--- src/hw/rtl/bitmap_font_text_renderer_unit_macros.svh ---
// assertion macros for the bitmap font text renderer
// used by the controller; no other dependencies
`ifndef BITMAP_FONT_TEXT_RENDERER_UNIT_MACROS_SVH
`define BITMAP_FONT_TEXT_RENDERER_UNIT_MACROS_SVH

`ifndef NO_ASSERTIONS

// same-cycle implication
`define BFR_ASSERT_IMPL(lbl, clk, rst_n, ante, cons, msg) \
    lbl: assert property (@(posedge clk) disable iff (!rst_n) (ante) |-> (cons)) \
        else $error(msg);

// next-cycle implication
`define BFR_ASSERT_NEXT(lbl, clk, rst_n, ante, cons, msg) \
    lbl: assert property (@(posedge clk) disable iff (!rst_n) (ante) |=> (cons)) \
        else $error(msg);

`else

`define BFR_ASSERT_IMPL(lbl, clk, rst_n, ante, cons, msg)
`define BFR_ASSERT_NEXT(lbl, clk, rst_n, ante, cons, msg)

`endif

`endif

--- src/hw/rtl/bfr_pkg.sv ---
// types and constants of the bitmap font text renderer
// no dependencies
`default_nettype none

package bfr_pkg;

    localparam int FONT_BYTES = 8192;
    localparam int FONT_AW    = 13;
    localparam int GLYPH_COLS = 8;
    localparam int CFG_AW     = 5;
    localparam int CFG_IW     = 3;

    // request types
    localparam logic [1:0] REQ_LOAD   = 2'd0;
    localparam logic [1:0] REQ_CURSOR = 2'd1;
    localparam logic [1:0] REQ_CHAR   = 2'd2;

    // special character codes
    localparam logic [7:0] CHAR_NUL = 8'd0;
    localparam logic [7:0] CHAR_NL  = 8'd10;

    // register indexes
    localparam logic [CFG_IW-1:0] REG_FRAME_BASE   = 3'd0;
    localparam logic [CFG_IW-1:0] REG_LINE_STRIDE  = 3'd1;
    localparam logic [CFG_IW-1:0] REG_SCREEN_WIDTH = 3'd2;
    localparam logic [CFG_IW-1:0] REG_GLYPH_STRIDE = 3'd3;
    localparam logic [CFG_IW-1:0] REG_DRAW_COLOR   = 3'd4;

    typedef struct packed {
        logic [1:0]  req_type;
        logic [12:0] font_addr;
        logic [7:0]  font_data;
        logic [15:0] start_x;
        logic [15:0] start_y;
        logic [7:0]  char_code;
    } t_req;

    typedef struct packed {
        logic [31:0] pixel_word_addr;
        logic [7:0]  pixel_mask;
        logic [31:0] pixel_color;
        logic        last_row;
    } t_res;

    typedef struct packed {
        logic [31:0] frame_base_word;
        logic [15:0] line_stride;
        logic [15:0] screen_width;
        logic [5:0]  glyph_stride;
        logic [31:0] draw_color;
    } t_cfg;

    typedef struct packed {
        logic load_we;
        logic set_cursor;
        logic newline;
        logic char_start;
        logic base;
        logic row_issue;
        logic row_last;
    } t_dp_cmd;

    typedef enum logic [1:0] {
        ST_IDLE,
        ST_BASE,
        ST_ROWS
    } t_state;

endpackage

`default_nettype wire

--- src/hw/rtl/bfr_ctrl.sv ---
// controller: request decode, row sequencing and busy
// depends on bfr_pkg and the assertion macro header
`default_nettype none
`include "bitmap_font_text_renderer_unit_macros.svh"

module bfr_ctrl #(
    parameter int GLYPH_ROWS = 16
) (
    input  wire logic          i_clk,
    input  wire logic          i_rst_n,
    input  wire logic          i_start,
    input  wire logic [1:0]    i_req_type,
    input  wire logic [7:0]    i_char_code,
    output logic               o_busy,
    output bfr_pkg::t_dp_cmd   o_cmd
);

    localparam int CW = (GLYPH_ROWS > 1) ? $clog2(GLYPH_ROWS) : 1;
    localparam logic [CW-1:0] LAST = CW'(GLYPH_ROWS - 1);

    bfr_pkg::t_state r_state, n_state;
    logic [CW-1:0]   r_cnt, n_cnt;

    always_ff @(posedge i_clk) begin
        if (!i_rst_n) begin
            r_state <= bfr_pkg::ST_IDLE;
            r_cnt   <= '0;
        end else begin
            r_state <= n_state;
            r_cnt   <= n_cnt;
        end
    end

    always_comb begin
        n_state = r_state;
        n_cnt   = r_cnt;
        o_cmd   = '0;
        o_busy  = 1'b1;
        unique case (r_state)
            bfr_pkg::ST_IDLE: begin
                o_busy = 1'b0;
                if (i_start) begin
                    unique case (i_req_type)
                        bfr_pkg::REQ_LOAD:   o_cmd.load_we    = 1'b1;
                        bfr_pkg::REQ_CURSOR: o_cmd.set_cursor = 1'b1;
                        bfr_pkg::REQ_CHAR: begin
                            if (i_char_code == bfr_pkg::CHAR_NL) begin
                                o_cmd.newline = 1'b1;
                            end else if (i_char_code != bfr_pkg::CHAR_NUL) begin
                                o_cmd.char_start = 1'b1;
                                n_state          = bfr_pkg::ST_BASE;
                            end
                        end
                        default: ;
                    endcase
                end
            end
            bfr_pkg::ST_BASE: begin
                o_cmd.base = 1'b1;
                n_cnt      = '0;
                n_state    = bfr_pkg::ST_ROWS;
            end
            bfr_pkg::ST_ROWS: begin
                o_cmd.row_issue = 1'b1;
                if (r_cnt == LAST) begin
                    o_cmd.row_last = 1'b1;
                    n_state        = bfr_pkg::ST_IDLE;
                end else begin
                    n_cnt = r_cnt + 1'b1;
                end
            end
            default: n_state = bfr_pkg::ST_IDLE;
        endcase
    end

    `BFR_ASSERT_NEXT(a_char_starts, i_clk, i_rst_n, r_state == bfr_pkg::ST_IDLE && i_start && i_req_type == bfr_pkg::REQ_CHAR && i_char_code != bfr_pkg::CHAR_NUL && i_char_code != bfr_pkg::CHAR_NL, r_state == bfr_pkg::ST_BASE && o_busy, "printable char did not start drawing")
    `BFR_ASSERT_IMPL(a_one_cmd, i_clk, i_rst_n, 1'b1, $onehot0({o_cmd.load_we, o_cmd.set_cursor, o_cmd.newline, o_cmd.char_start, o_cmd.base, o_cmd.row_issue}), "conflicting datapath commands")
    `BFR_ASSERT_NEXT(a_base_to_rows, i_clk, i_rst_n, r_state == bfr_pkg::ST_BASE, r_state == bfr_pkg::ST_ROWS && r_cnt == '0, "row walk did not start at row zero")
    `BFR_ASSERT_NEXT(a_last_row_done, i_clk, i_rst_n, r_state == bfr_pkg::ST_ROWS && r_cnt == LAST, r_state == bfr_pkg::ST_IDLE && !o_busy, "char did not finish after last row")

endmodule

`default_nettype wire

--- config.mk ---
export PLATFORM = sky130hd
export DESIGN_NAME = bfr_ctrl
export DESIGN_NICKNAME = d
export VERILOG_FILES = /design/src/hw/rtl/bfr_pkg.sv /design/src/hw/rtl/bfr_ctrl.sv
export VERILOG_INCLUDE_DIRS = /design/src /design/src/hw/rtl
export SDC_FILE = /design/constraint.sdc
export NUM_CORES = 1
export LEC_CHECK = 0
export ABC_AREA = 1
export BUFFER_PORTS_ARGS = -buffer_cell sky130_fd_sc_hd__buf_4
export CAP_MARGIN = 0
export CORE_AREA = 8 8 45 47
export CTS_BUF_LIST = sky130_fd_sc_hd__clkbuf_8
export CTS_CLUSTER_SIZE = 10
export DETAILED_ROUTE_END_ITERATION = 10
export DIE_AREA = 0 0 53 55
export PLACE_DENSITY_LB_ADDON = 0.2
export SYNTH_ARGS = -nofsm -noshare
export SYNTH_HDL_FRONTEND = slang
export SYNTH_SLANG_ARGS = --single-unit
--- constraint.sdc ---
create_clock -name i_clk -period 1.7 [get_ports i_clk]
set_input_delay 0.085 -clock i_clk [delete_from_list [all_inputs] [get_ports i_clk]]
set_output_delay 0.085 -clock i_clk [all_outputs]
set_load 0.05 [all_outputs]
==> impl.org <==
** Flow run
- Across the run, the number of max-cap violations was 0.

** Global routing
- Via count of the first global-routing pass :: 426
- The layer flagged by global routing as most heavily used is met4.
- For met2 alone, demand over resource in global routing was 10.2%.
- Entering global routing, the biggest net connects 7 pins.
- Overflow left after global routing :: 0
- Combined global-route utilization of all metal layers :: 7.71%
- Initial antenna violation count :: 0
- For met3 alone, demand over resource in global routing was 2.67%.
- The first global-routing pass estimated 1600 µm of wire.
- Met1 Usage GRT :: 8.38%

** Floorplan
- Overall die area :: 2920 µm²
- Placement row count :: 14
- Total I/O pin count :: 21
- Die extent in x :: 53 µm
- Measured along the y axis, the die boundary spans 55 µm.
- The core region is 1380 µm².
- For this configuration, the core starts out at a cell density of 30.1%.

** Run status
- Result of the run :: completed

** CTS
- Post-cts hold buffer count :: 0
- Clock latency reported for the late side of the worst-skew pair :: 0.22 ns
- The number of setup buffers added after CTS is 0.
- Clock tree synthesis selected as its root buffer the cell sky130_fd_sc_hd__clkbuf_8.
- No sink is reached through more buffers than the 2 on the longest clock path.
- Post-CTS repair changed the size of 0 cells.
- TritonCTS created 3 clock buffers.
- In this run the number of H-tree levels came out at 1.
- Number of sinks driven by the clock tree :: 6
- Clock-pin slew on the worst setup and hold paths :: 0.03 ns
- TritonCTS built the clock tree.

** Timing
- In the finished design, the share of the clock period the worst path needs comes to 81.7%.
- After layout, the minimum clock period comes to 1.39 ns.
- The worst pin sits at a relative slew slack of 86.4%.
- Setup repair after global routing left no endpoint under its margin.
- The hold violation count in the final report came to 0.
- Top achievable clock speed :: 720 MHz
- Transition at the pin with the smallest max-transition slack :: 0.204 ns
- Max Clock Skew :: 0.000234 ns
- Setup violations remaining at the end of the flow were counted as 0.
- The number of pins exceeding their max-slew limit in the final report was 0.
- Setup total negative slack on the finished layout was measured at 0 ns.

** Critical path
- Data on the critical path is required at its endpoint by 1.62 ns.
- Crit start category :: flip-flop
- Register-to-register setup slack :: 0.57 ns
- The startpoint identified for the worst register-to-register timing path is r_cnt[0].
- Tracing the worst setup path back leads to its startpoint at r_state[0].
- The critical path in this run is classified as reg2out.
- Signal arrival time at the worst endpoint :: 1.30 ns
- Type of destination of the critical path :: output port
- Of all nets on the critical path, the largest fanout is 4.
- R2R depth :: 6
- The endpoint identified for the worst register-to-register timing path is r_cnt[0].

** Yosys
- Yosys printed 0 warnings.
- The netlist uses 17 different library cells.
- Synthesis handed over a netlist of 69 instances.
- Top area cells in the synthesized netlist :: sky130_fd_sc_hd__dfxtp_1, sky130_fd_sc_hd__inv_1, sky130_fd_sc_hd__nand2_1, sky130_fd_sc_hd__nor2_1, sky130_fd_sc_hd__nand3_1
- Largest area contributor in the netlist :: sky130_fd_sc_hd__dfxtp_1
- After synthesis the netlist holds a flip-flop and latch count of 6.
- Averaged over all synthesized cells, the footprint is 6.04 µm².
- Proportion of synthesized chip area in sequential cells :: 28.8%
- Post-Syn Area :: 417 µm²
- The number of nets handed over by synthesis was 83.
- Post-synth top area share :: 28.8%

** Drt
- In this run the remaining antenna-violating nets after routing total 0.
- Number of remaining DRC errors :: 0
- Sum of routed wire length over all layers :: 941 µm
- After detailed routing, the number of vias per cell comes to 4.11.
- The pre-antenna-repair detailed-routing pass consisted of 2 iterations.
- After detailed routing, the average wire length per cell comes to 8.79 µm.
- For this block, the initial DRC count from the detailed router was 3.
- Vias :: 440

** Placement
- Once placement finished, the instance area stood at 589 µm².
- Final weighted congestion in routability-driven placement :: 0.650
- Once detailed placement completed, the half-perimeter wirelength came to 811 µm.
- The count of buffers added on input and output ports is 20.

** Final layout
- Net count of the finished layout :: 107
- Final design area excluding fillers :: 631 µm²
- Leaving out fill and tap cells, the most frequent cell in the layout is sky130_fd_sc_hd__buf_4.
- In the layout the commonest cells are sky130_fd_sc_hd__buf_4, sky130_fd_sc_hd__inv_1, sky130_fd_sc_hd__nand2_1.
- Diodes inserted :: 0
- In the final layout, the share of cells above drive strength 1 is 34.1%.
- The area growth from synthesis to layout is 51.4%.

** Hold path
- Startpoint of the lowest-slack hold path :: i_rst_n
- Along the worst hold path, the cell count comes to 3.
- For hold timing, the worst endpoint is r_cnt[0].
- The path class of the tightest hold or removal check is in2reg.

** Power and ir drop
- Areal power density over the cells :: 687 nW/µm²
- VDD sags by at most 0.247 mV.
- Static power due to leakage :: 0.000345 µW
sequential cells by signal, summed over array words and instances, names as in the netlist:
signal	flops
r_state	2
r_cnt	4
worst max-delay path, stage by stage, from the launching register on:
cell	delay (ns)
sky130_fd_sc_hd__dfxtp_1	0.35
sky130_fd_sc_hd__nor2_1	0.16
sky130_fd_sc_hd__nand2_1	0.12
sky130_fd_sc_hd__nor2_1	0.10
sky130_fd_sc_hd__nand3_1	0.10
sky130_fd_sc_hd__inv_1	0.06
sky130_fd_sc_hd__buf_4	0.19
how the worst max path moves through the flow:
| stage | slack (ns) | cells after the start | endpoint |
|---|---|---|---|
| finish | 0.31 | 6 | o_cmd[3] |
| global route | 0.22 | 6 | o_cmd[3] |
| CTS | 0.30 | 6 | o_cmd[3] |
| detailed placement | 0.55 | 6 | o_cmd[3] |
| global placement | 0.54 | 6 | o_cmd[3] |
| floorplan | 0.20 | 3 | o_cmd[5] |
stage by stage:
step | setup slack [ns] | util [%] | total power [µW] | hold slack, ns | cells
floorplan | 0.197 | - | 195 | 0.223 | 69
global placement | 0.542 | 42.6 | 229 | 0.323 | 104
detailed placement | 0.554 | 42.6 | 230 | 0.326 | 104
CTS | 0.302 | 45.6 | 442 | 0.0970 | 107
global route | 0.219 | 45.6 | 458 | 0.138 | 107
finish | 0.311 | 45.6 | 434 | 0.0995 | 107
logic make-up (layout without fill, tap and decap cells):
| group | after synthesis | after routing | share of synthesized area (%) |
|---|---|---|---|
| fa+ha+maj | 1 | 1 | 3.00 |
| simple gates | 38 | 38 | 43.2 |
| flops | 6 | 6 | 28.8 |
| compound gates | 6 | 6 | 7.81 |
| buf+inv | 18 | 40 | 17.1 |
Yosys cell counts:
master                     instances
sky130_fd_sc_hd__inv_1            15
sky130_fd_sc_hd__nand2_1          14
sky130_fd_sc_hd__nor2_1           10
sky130_fd_sc_hd__nand3_1           7
sky130_fd_sc_hd__dfxtp_1           6
sky130_fd_sc_hd__a21oi_1           4
sky130_fd_sc_hd__inv_2             2
sky130_fd_sc_hd__nor3_1            2
sky130_fd_sc_hd__a21boi_0          1
sky130_fd_sc_hd__buf_4             1
sky130_fd_sc_hd__ha_1              1
sky130_fd_sc_hd__nand2_4           1
sky130_fd_sc_hd__nand3_2           1
sky130_fd_sc_hd__nand4_1           1
sky130_fd_sc_hd__nor2_4            1
sky130_fd_sc_hd__o21ai_1           1
sky130_fd_sc_hd__or2_2             1
layout make-up:
class | instances | area, µm²
fill | 155 | 753
timing repair buffer | 20 | 150
inverter | 17 | 63.8
sequential | 6 | 120
clock buffer | 3 | 41.3
multi-input combinational | 45 | 235
tap | 16 | 20.0
layer usage:
| layer | vias to the layer above | wire length (µm) |
|---|---|---|
| met5 | - | 0 |
| met4 | 0 | 37 |
| met3 | 4 | 64 |
| met2 | 17 | 402 |
| met1 | 166 | 437 |
| li1 | 253 | - |
report_power, final:
part	switching (µW)	total [µW]	leakage, µW	internal [µW]
Clock	55.2	207	0.0000216	152
Sequential	2.72	147	0.0000485	144
Combinational	45.9	79.7	0.000275	33.8
Total	104	434	0.000345	330
No activity file was read; power rests on OpenSTA's default activity.
