--- src/hw/rtl/bitmap_font_text_renderer_unit_macros.svh ---
// assertion macros for the bitmap font text renderer
// used by the controller; no other dependencies
`ifndef BITMAP_FONT_TEXT_RENDERER_UNIT_MACROS_SVH
`define BITMAP_FONT_TEXT_RENDERER_UNIT_MACROS_SVH

`ifndef NO_ASSERTIONS

// same-cycle implication
`define BFR_ASSERT_IMPL(lbl, clk, rst_n, ante, cons, msg) \
    lbl: assert property (@(posedge clk) disable iff (!rst_n) (ante) |-> (cons)) \
        else $error(msg);

// next-cycle implication
`define BFR_ASSERT_NEXT(lbl, clk, rst_n, ante, cons, msg) \
    lbl: assert property (@(posedge clk) disable iff (!rst_n) (ante) |=> (cons)) \
        else $error(msg);

`else

`define BFR_ASSERT_IMPL(lbl, clk, rst_n, ante, cons, msg)
`define BFR_ASSERT_NEXT(lbl, clk, rst_n, ante, cons, msg)

`endif

`endif

--- src/hw/rtl/bfr_pkg.sv ---
// types and constants of the bitmap font text renderer
// no dependencies
`default_nettype none

package bfr_pkg;

    localparam int FONT_BYTES = 8192;
    localparam int FONT_AW    = 13;
    localparam int GLYPH_COLS = 8;
    localparam int CFG_AW     = 5;
    localparam int CFG_IW     = 3;

    // request types
    localparam logic [1:0] REQ_LOAD   = 2'd0;
    localparam logic [1:0] REQ_CURSOR = 2'd1;
    localparam logic [1:0] REQ_CHAR   = 2'd2;

    // special character codes
    localparam logic [7:0] CHAR_NUL = 8'd0;
    localparam logic [7:0] CHAR_NL  = 8'd10;

    // register indexes
    localparam logic [CFG_IW-1:0] REG_FRAME_BASE   = 3'd0;
    localparam logic [CFG_IW-1:0] REG_LINE_STRIDE  = 3'd1;
    localparam logic [CFG_IW-1:0] REG_SCREEN_WIDTH = 3'd2;
    localparam logic [CFG_IW-1:0] REG_GLYPH_STRIDE = 3'd3;
    localparam logic [CFG_IW-1:0] REG_DRAW_COLOR   = 3'd4;

    typedef struct packed {
        logic [1:0]  req_type;
        logic [12:0] font_addr;
        logic [7:0]  font_data;
        logic [15:0] start_x;
        logic [15:0] start_y;
        logic [7:0]  char_code;
    } t_req;

    typedef struct packed {
        logic [31:0] pixel_word_addr;
        logic [7:0]  pixel_mask;
        logic [31:0] pixel_color;
        logic        last_row;
    } t_res;

    typedef struct packed {
        logic [31:0] frame_base_word;
        logic [15:0] line_stride;
        logic [15:0] screen_width;
        logic [5:0]  glyph_stride;
        logic [31:0] draw_color;
    } t_cfg;

    typedef struct packed {
        logic load_we;
        logic set_cursor;
        logic newline;
        logic char_start;
        logic base;
        logic row_issue;
        logic row_last;
    } t_dp_cmd;

    typedef enum logic [1:0] {
        ST_IDLE,
        ST_BASE,
        ST_ROWS
    } t_state;

endpackage

`default_nettype wire

--- src/hw/rtl/bfr_regs.sv ---
// configuration register file behind the apb-style port
// depends on bfr_pkg
`default_nettype none

module bfr_regs (
    input  wire logic                       i_clk,
    input  wire logic                       i_rst_n,
    input  wire logic                       psel,
    input  wire logic                       penable,
    input  wire logic                       pwrite,
    input  wire logic [bfr_pkg::CFG_AW-1:0] paddr,
    input  wire logic [31:0]                pwdata,
    output logic [31:0]                     prdata,
    output logic                            pready,
    output bfr_pkg::t_cfg                   o_cfg
);

    bfr_pkg::t_cfg                 r_cfg;
    logic                          wr_en;
    logic [bfr_pkg::CFG_IW-1:0]    idx;

    assign pready = 1'b1;
    assign wr_en  = psel && penable && pwrite;
    assign idx    = paddr[bfr_pkg::CFG_AW-1:2];
    assign o_cfg  = r_cfg;

    always_ff @(posedge i_clk) begin
        if (!i_rst_n) begin
            r_cfg.frame_base_word <= 32'd0;
            r_cfg.line_stride     <= 16'd1024;
            r_cfg.screen_width    <= 16'd1024;
            r_cfg.glyph_stride    <= 6'd16;
            r_cfg.draw_color      <= 32'hFFFF_FFFF;
        end else if (wr_en) begin
            unique case (idx)
                bfr_pkg::REG_FRAME_BASE:   r_cfg.frame_base_word <= pwdata;
                bfr_pkg::REG_LINE_STRIDE:  r_cfg.line_stride     <= pwdata[15:0];
                bfr_pkg::REG_SCREEN_WIDTH: r_cfg.screen_width    <= pwdata[15:0];
                bfr_pkg::REG_GLYPH_STRIDE: r_cfg.glyph_stride    <= pwdata[5:0];
                bfr_pkg::REG_DRAW_COLOR:   r_cfg.draw_color      <= pwdata;
                default: ;
            endcase
        end
    end

    always_comb begin
        unique case (idx)
            bfr_pkg::REG_FRAME_BASE:   prdata = r_cfg.frame_base_word;
            bfr_pkg::REG_LINE_STRIDE:  prdata = {16'd0, r_cfg.line_stride};
            bfr_pkg::REG_SCREEN_WIDTH: prdata = {16'd0, r_cfg.screen_width};
            bfr_pkg::REG_GLYPH_STRIDE: prdata = {26'd0, r_cfg.glyph_stride};
            bfr_pkg::REG_DRAW_COLOR:   prdata = r_cfg.draw_color;
            default:                   prdata = 32'd0;
        endcase
    end

endmodule

`default_nettype wire

--- config.mk ---
export PLATFORM = sky130hd
export DESIGN_NAME = bfr_regs
export DESIGN_NICKNAME = d
export VERILOG_FILES = /design/src/hw/rtl/bitmap_font_text_renderer_unit_macros.svh /design/src/hw/rtl/bfr_pkg.sv /design/src/hw/rtl/bfr_regs.sv
export SDC_FILE = /design/constraint.sdc
export NUM_CORES = 1
export LEC_CHECK = 0
export BUFFER_PORTS_ARGS = -buffer_cell sky130_fd_sc_hd__buf_2
export CAP_MARGIN = 20
export CORE_UTILIZATION = 49
export DETAILED_ROUTE_END_ITERATION = 12
export PLACE_DENSITY = 0.8
export SYNTH_ARGS = -nofsm -noshare
export SYNTH_HDL_FRONTEND = slang
export SYNTH_SLANG_ARGS = --single-unit
--- constraint.sdc ---
create_clock -name i_clk -period 1.7 [get_ports i_clk]
set_input_delay 0.085 -clock i_clk [delete_from_list [all_inputs] [get_ports i_clk]]
set_output_delay 0.085 -clock i_clk [all_outputs]
set_load 0.1 [all_outputs]
==> results of run 1 <==
tightest hold or removal path: stages:
cell and delay (ns):
buf_2 0.11, inv_1 0.05, o211ai_1 0.08
cell families after synthesis:
kind of cell    count (synthesis)
other cells                     1
flops                         102
mux                           101
simple gates                  153
compound gates                 93
buf+inv                        79
layout make-up:
type                       instances  area [um^2]  share of cell area (%)
tap                              129          161                    2.30
multi-input combinational        348         2520                    36.0
sequential                       102         2170                    31.0
inverter                          32          120                    1.71
timing repair buffer             216         1790                    25.5
clock buffer                      10          149                    2.12
clock inverter                     6         95.1                    1.36
through the flow:
stage	hold WS [ns]	cells	setup WS, ns
final	0.0223	843	0.105
after global routing	0.00379	843	0.00762
after CTS	0.00343	843	0.0858
after detailed placement	0.349	810	0.165
after global placement	0.337	810	0.254
after floorplan	0.217	529	-0.657
power breakdown:
group / switching [mW] / internal [mW] / leakage, nW
Sequential: 0.0187 / 2.38 / 0.838
Clock: 0.854 / 0.938 / 0.123
Combinational: 0.758 / 0.346 / 1.95
Total: 1.63 / 3.67 / 2.91
final timing paths:
kind         startpoint   endpoint  slack (ns)
max           o_cfg[40]  prdata[2]        0.11
min           pwdata[7]   o_cfg[7]        0.02
min reg2reg   o_cfg[88]  o_cfg[88]        0.47
max reg2reg   o_cfg[28]  o_cfg[28]        0.97
layer usage:
layer	vias up	GRT usage, %	share of wire (%)	wire, um
met1	2241	33.6	40	5760
met3	34	5.20	5.5	793
li1	2172	-	-	-
met2	188	50.9	52	7580
met4	0	13.0	2.4	346
met5	-	0	0	0
cell usage after synthesis:
cell,instances
nand2_1,110
dfxtp_1,102
mux2i_1,95
o211ai_1,36
inv_1,32
o21ai_0,31
clkbuf_1,28
nor2_1,18
a22oi_1,12
nand3b_1,11
buf_6,9
buf_2,6
mux2_2,6
o211ai_2,6
o22ai_1,6
nor2b_1,5
buf_4,3
nor3b_1,2
o21ai_1,2
or2_1,2
buf_1,1
conb_1,1
nand4_1,1
nand4b_4,1
nor2_2,1
nor3_1,1
nor3b_2,1
what timing repair did:
item / CTS / global route
hold endpoints to repair: 23 / 0
endpoints found under the setup margin: 0 / 1
hold buffers: 17 / 0
gates resized for setup: 0 / 1
==> impl_metrics.json, run 1 <==
{
  "status": "finished clean",
  "fin_crit_ns": 1.59,
  "slew_headroom_pct": 65.0,
  "synthesis.nets": 571,
  "yosys_register_bits": 102,
  "root_buffer": "clkbuf_8",
  "via_count": 4635,
  "final-max-slew-violation-count": 0,
  "hpwl_um": 10200,
  "die_w_um": 101,
  "cts_buffers": 9,
  "hold_class": "primary input to register",
  "cts_tree": "done",
  "drtIter0Drc": 203,
  "yosys-top-cells-area": "dfxtp_1 43%, mux2i_1 20%, nand2_1 8.7%, o211ai_1 5.7%, o21ai_0 3.3%",
  "worst_slew_pin_slew_ns": 0.528,
  "max_freq_ghz": 0.627,
  "crit_path_start_kind": "register",
  "antenna_found_initial": 0,
  "finalSetupViolCount": 0,
  "synth_top_family_by_area": "multiplexers",
  "finalPower_mw": 5.30,
  "yosysWarnings": 0,
  "area_delta_synth_final_pct": 47.2,
  "cts_setup_buffers": 0,
  "io_buffers": 173,
  "htree_levels": 3,
  "rsz0062_at_grt": "no",
  "worstSetupEndpointType": "primary output",
  "min_path_cells": 3,
  "arrival_ns": 1.51,
  "post-route-drc-count": 0,
  "clk_latency_ns": 0.34,
  "hold_violations": 0,
  "syn-instance-count": 529,
  "ir_drop_mv": 0.462,
  "synth_fa_ha_area_share_pct": 0,
  "post-route-util_pct": 75.1,
  "yosys.area.top_type": "dfxtp_1",
  "required_ns": 1.62,
  "layout-drive-gt1-share_pct": 45.0,
  "clock_path_buffers": 2,
  "yosysSeqAreaShare_pct": 42.9,
  "final_area_um2": 7010,
  "grt_use_total_pct": 28.7,
  "critPathMaxFanout": 3,
  "setup_tns_ns": 0,
  "worstPathCellList": "mux2_2 -> a22oi_1 -> o22ai_4 -> buf_12",
  "cts_sinks": 102,
  "r2r_cells": 2,
  "n_antenna_cell": 0,
  "grt_max_degree": 52,
  "dieArea_um2": 10100,
  "core.rowCount": 35,
  "core_um2": 9330,
  "grt_pass1_vias": 4606,
  "final_cell_mix": "140 x buf_2, 110 x nand2_1, 95 x mux2i_1",
  "syn-mean-instance-area_um2": 9.00,
  "critPathTopFamily": "compound AO/OA/AOI/OAI gates",
  "synth_compound_area_share_pct": 13.4,
  "syn-cell-area_um2": 4760,
  "first_pass_iters": 5,
  "yosys.area_share.simple_pct": 14.2,
  "placed_cell_area_um2": 6590,
  "period_share_pct": 93.8,
  "nets": 751,
  "initial_core_util_pct": 51.0,
  "ys_types": 27,
  "final_common_cell": "buf_2",
  "via_per_inst": 5.50,
  "crit_path_top_delay_cell": "dfxtp_2",
  "synth_xor_area_share_pct": 0,
  "gp_congestion": 0.813,
  "p_leak_nw": 2.91,
  "skew_ns": 0,
  "fillers": 655,
  "max_stage_delay_ns": 0.35,
  "cp.buffers_inverters": 1,
  "p_per_area_nw_per_um2": 756,
  "grt_overflow": 0,
  "maxCapViolCount": 0,
  "die_height_um": 101,
  "cp_num_cells": 4,
  "num_io_pins": 177,
  "wl_per_cell_um": 17.2,
  "grt_pass1_wl_um": 22700,
  "synth_top_cell_area_share_pct": 42.9,
  "largest_reg_flops": 102,
  "synthMuxAreaShare_pct": 21.4,
  "setup.worst_path.class": "register to primary output",
  "wirelength_um": 14500,
  "path_clk_slew_ns": 0.10,
  "ant_nets": 0
}
Note: power is estimated with default switching activity, not from simulation.
==> run 2, diff against run 1 <==
--- a/config.mk
+++ b/config.mk
@@ -6,9 +6,9 @@
 export NUM_CORES = 1
 export LEC_CHECK = 0
-export BUFFER_PORTS_ARGS = -buffer_cell sky130_fd_sc_hd__buf_2
 export CAP_MARGIN = 20
-export CORE_UTILIZATION = 49
+export CORE_MARGIN = 2
+export CORE_UTILIZATION = 50
 export DETAILED_ROUTE_END_ITERATION = 12
-export PLACE_DENSITY = 0.8
+export DONT_BUFFER_PORTS = 1
 export SYNTH_ARGS = -nofsm -noshare
 export SYNTH_HDL_FRONTEND = slang
==> constraint.sdc (replaced) <==
create_clock -name i_clk -period 1.7 [get_ports i_clk]
set_input_delay 0 -clock i_clk [delete_from_list [all_inputs] [get_ports i_clk]]
set_output_delay 0 -clock i_clk [all_outputs]
set_load 0.1 [all_outputs]
==> run 2 against run 1 <==
Net effect:
- first-iteration DRC count down 17%
- global-route usage up 2.5 points
- total power down 7.5%
- critical path type is now primary input to register
- largest power group unchanged
==> impl_metrics.json, run 2 (synthesized netlist as in run 1, its figures left out) <==
{
  "status": "finished clean",
  "period_share_pct": 94.6,
  "slew_headroom_pct": 65.5,
  "hold_path_end": "o_cfg[59]",
  "min_path_cells": 3,
  "multiInputGateArea_um2": 2520,
  "cts_setup_buffers": 0,
  "seq_area_um2": 2170,
  "critPathMaxFanout": 2,
  "n_antenna_cell": 0,
  "required_ns": 1.99,
  "num_io_pins": 177,
  "wirelength_um": 16000,
  "ant_nets": 0,
  "gp_congestion": 0.840,
  "grt_overflow": 0,
  "rsz0062_at_grt": "no",
  "rr_startpoint": "o_cfg[3]",
  "layout-drive-gt1-share_pct": 36.1,
  "setup.worst_path.class": "primary input to register",
  "fillers": 532,
  "finalSetupViolCount": 0,
  "arrival_ns": 1.90,
  "hold_violations": 0,
  "ff2ff_setup_slack_ns": 0.13,
  "via_count": 4750,
  "core_um2": 9240,
  "layout.cells.non_filler": 866,
  "crit_path_top_delay_cell": "dlygate4sd3_1",
  "largest_reg_flops": 102,
  "post-route-drc-count": 0,
  "cts_sinks": 102,
  "crit_path_start_kind": "primary input",
  "first_pass_iters": 5,
  "ir_drop_mv": 0.498,
  "cp.buffers_inverters": 3,
  "root_buffer": "clkbuf_8",
  "hold_class": "primary input to register",
  "grt_use_total_pct": 31.3,
  "grt_pass1_vias": 5130,
  "cts_tree": "done",
  "max_stage_delay_ns": 0.58,
  "drtIter0Drc": 169,
  "initial_core_util_pct": 51.5,
  "final-max-slew-violation-count": 0,
  "die_height_um": 102,
  "core.rowCount": 35,
  "clk_latency_ns": 0.34,
  "fin_ws_ns": 0.0911,
  "worstSetupEndpointType": "register",
  "grt_max_degree": 76,
  "skew_ns": 0,
  "htree_levels": 3,
  "worst_slew_pin_slew_ns": 0.515,
  "p_per_area_nw_per_um2": 641,
  "cpMostUsedCell": "dlygate4sd3_1",
  "area_delta_synth_final_pct": 60.6,
  "final_cell_mix": "113 x buf_4, 110 x nand2_1, 95 x mux2i_1",
  "die_w_um": 102,
  "wl_per_cell_um": 18.4,
  "max_freq_ghz": 0.622,
  "hp-start": "paddr[3]",
  "dp_slack_ns": 0.377,
  "maxCapViolCount": 0,
  "final_common_cell": "buf_4",
  "hpwl_um": 9440,
  "fin_crit_ns": 1.61,
  "clock_path_buffers": 2,
  "r2r-end": "o_cfg[3]",
  "critPathTopFamily": "buffers and inverters",
  "io_buffers": 0,
  "setup_tns_ns": 0,
  "cts_buffers": 9,
  "nets": 774,
  "antenna_found_initial": 0,
  "r2r_cells": 4,
  "via_per_inst": 5.48,
  "worstPathCellList": "dlygate4sd3_1 -> nand2_1 -> dlygate4sd3_1 -> mux2i_1 -> dlygate4sd3_1",
  "place_inst": 755,
  "dieArea_um2": 10300,
  "p_leak_nw": 2.96,
  "grt_pass1_wl_um": 25300,
  "path_clk_slew_ns": 0.11
}
==> run 2: cell types whose count changed in the layout (fill, tap and decap cells not counted), sizes merged <==
cell	delta
inv	-1
clkinv	+3
bufinv	-2
dlygate4sd3	+77
buf	-63
clkbuf	+9
==> run 2: how the worst max path moves through the flow <==
stage | from | to | cells past startpoint
finish | pwdata[20] | o_cfg[90] | 5
global placement | paddr[2] | prdata[7] | 4
detailed placement | paddr[2] | prdata[6] | 4
global route | pwdata[20] | o_cfg[90] | 5
floorplan | paddr[3] | prdata[13] | 6
CTS | o_cfg[84] | prdata[14] | 3
==> run 2: area by class of cell <==
type / instances / area share (%)
multi-input combinational: 348 / 32.9
timing repair buffer: 239 / 32.6
sequential: 102 / 28.4
tap: 129 / 2.11
clock buffer: 10 / 1.80
inverter: 32 / 1.57
clock inverter: 6 / 0.589
==> run 2: report_power, final <==
group / internal [mW] / switching, mW
clock network: 0.585 / 0.862
logic: 0.372 / 0.674
registers: 2.38 / 0.0233
total: 3.34 / 1.56
==> run 2: timing repair <==
action	4_1_cts	5_1_grt
hold buffers	95	0
gates resized for setup	0	0
hold endpoints to repair	102	0
==> run 2: routing by layer <==
layer  track usage, %  up-vias  wire (um)
met5                0        -          0
met3             7.80       35       1170
met4             13.3        0        433
met1             38.1     2316       6430
met2             52.5      183       7920
li1                 -     2216          -
==> run 2: tightest hold or removal path, cell delays in order <==
cell and delay [ns]:
nor3b_2 0.03, buf_4 0.19, mux2i_1 0.13
==> run 2: stage by stage <==
stage	instance area, um^2	hold WS [ns]	power [mW]	utilization [%]
4_1_cts	7640	0.00332	4.92	82.7
3_3_place_gp	6490	0.0800	3.35	70.3
2_1_floorplan	5090	0.132	3.19	-
5_1_grt	7640	0.00559	5.06	82.7
3_5_place_dp	6490	0.0809	3.36	70.3
6_report	7640	0.0331	4.90	82.7
==> run 3, diff against run 2 <==
CORE_UTILIZATION = 63   (was 50)
PLACE_DENSITY = 0.79   (was default)
SETUP_SLACK_MARGIN = 0.3   (was default)
==> run 3 against run 2 <==
Net effect:
- the flow now stops in 4_1_cts
- synthesized cell count unchanged
- synthesized area unchanged
==> impl_metrics.json, run 3 <==
{
  "cts_buffers": 9,
  "initial_core_util_pct": 65.3,
  "yosys-top-cells-area": "dfxtp_1 43%, mux2i_1 20%, nand2_1 8.7%, o211ai_1 5.7%, o21ai_0 3.3%",
  "cts_sinks": 102,
  "syn-mean-instance-area_um2": 9.00,
  "dp_slack_ns": 0.426,
  "syn-cell-area_um2": 4760,
  "ys.flop_type": "dfxtp_1",
  "num_io_pins": 177,
  "die_w_um": 90.9,
  "ys_types": 27,
  "yosysSeqAreaShare_pct": 42.9,
  "die_height_um": 90.9,
  "cts_resized": 7,
  "cts_hold_buf": 84,
  "synth_top_cell_area_share_pct": 42.9,
  "htree_levels": 3,
  "yosysWarnings": 0,
  "placed_cell_area_um2": 6200,
  "synthesis.nets": 571,
  "synth-edff-count": 0,
  "syn-instance-count": 529,
  "cts_setup_buffers": 0,
  "io_buffers": 0,
  "gp_congestion": 0.842,
  "async_flop_share_pct": 0,
  "clock_path_buffers": 2,
  "yosys.area.top_type": "dfxtp_1",
  "yosys_register_bits": 102,
  "yosys.cell_count.top_type": "nand2_1",
  "failed_stage": "4_1_cts",
  "root_buffer": "clkbuf_8",
  "core.rowCount": 31,
  "status": "aborted with a tool error",
  "synthTopCellsByCount": "110 x nand2_1, 102 x dfxtp_1, 95 x mux2i_1",
  "toolErrorMsg": "[ERROR DPL-0038] Utilization greater than 100%, impossible to legalize",
  "hpwl_um": 9400
}
-- run 3: cell counts after synthesis --
No cell type changed its count.
-- run 3: through the flow --
stage	setup TNS, ns	cells
detailed placement	0	695
global placement	0	695
floorplan	-6.64	529
-- run 3: logic make-up after synthesis --
kind of cell	Yosys count	share of synthesized area, %
compound gates	93	13.4
buf+inv	79	8.04
flops	102	42.9
mux	101	21.4
other cells	1	0.0788
simple gates	153	14.2
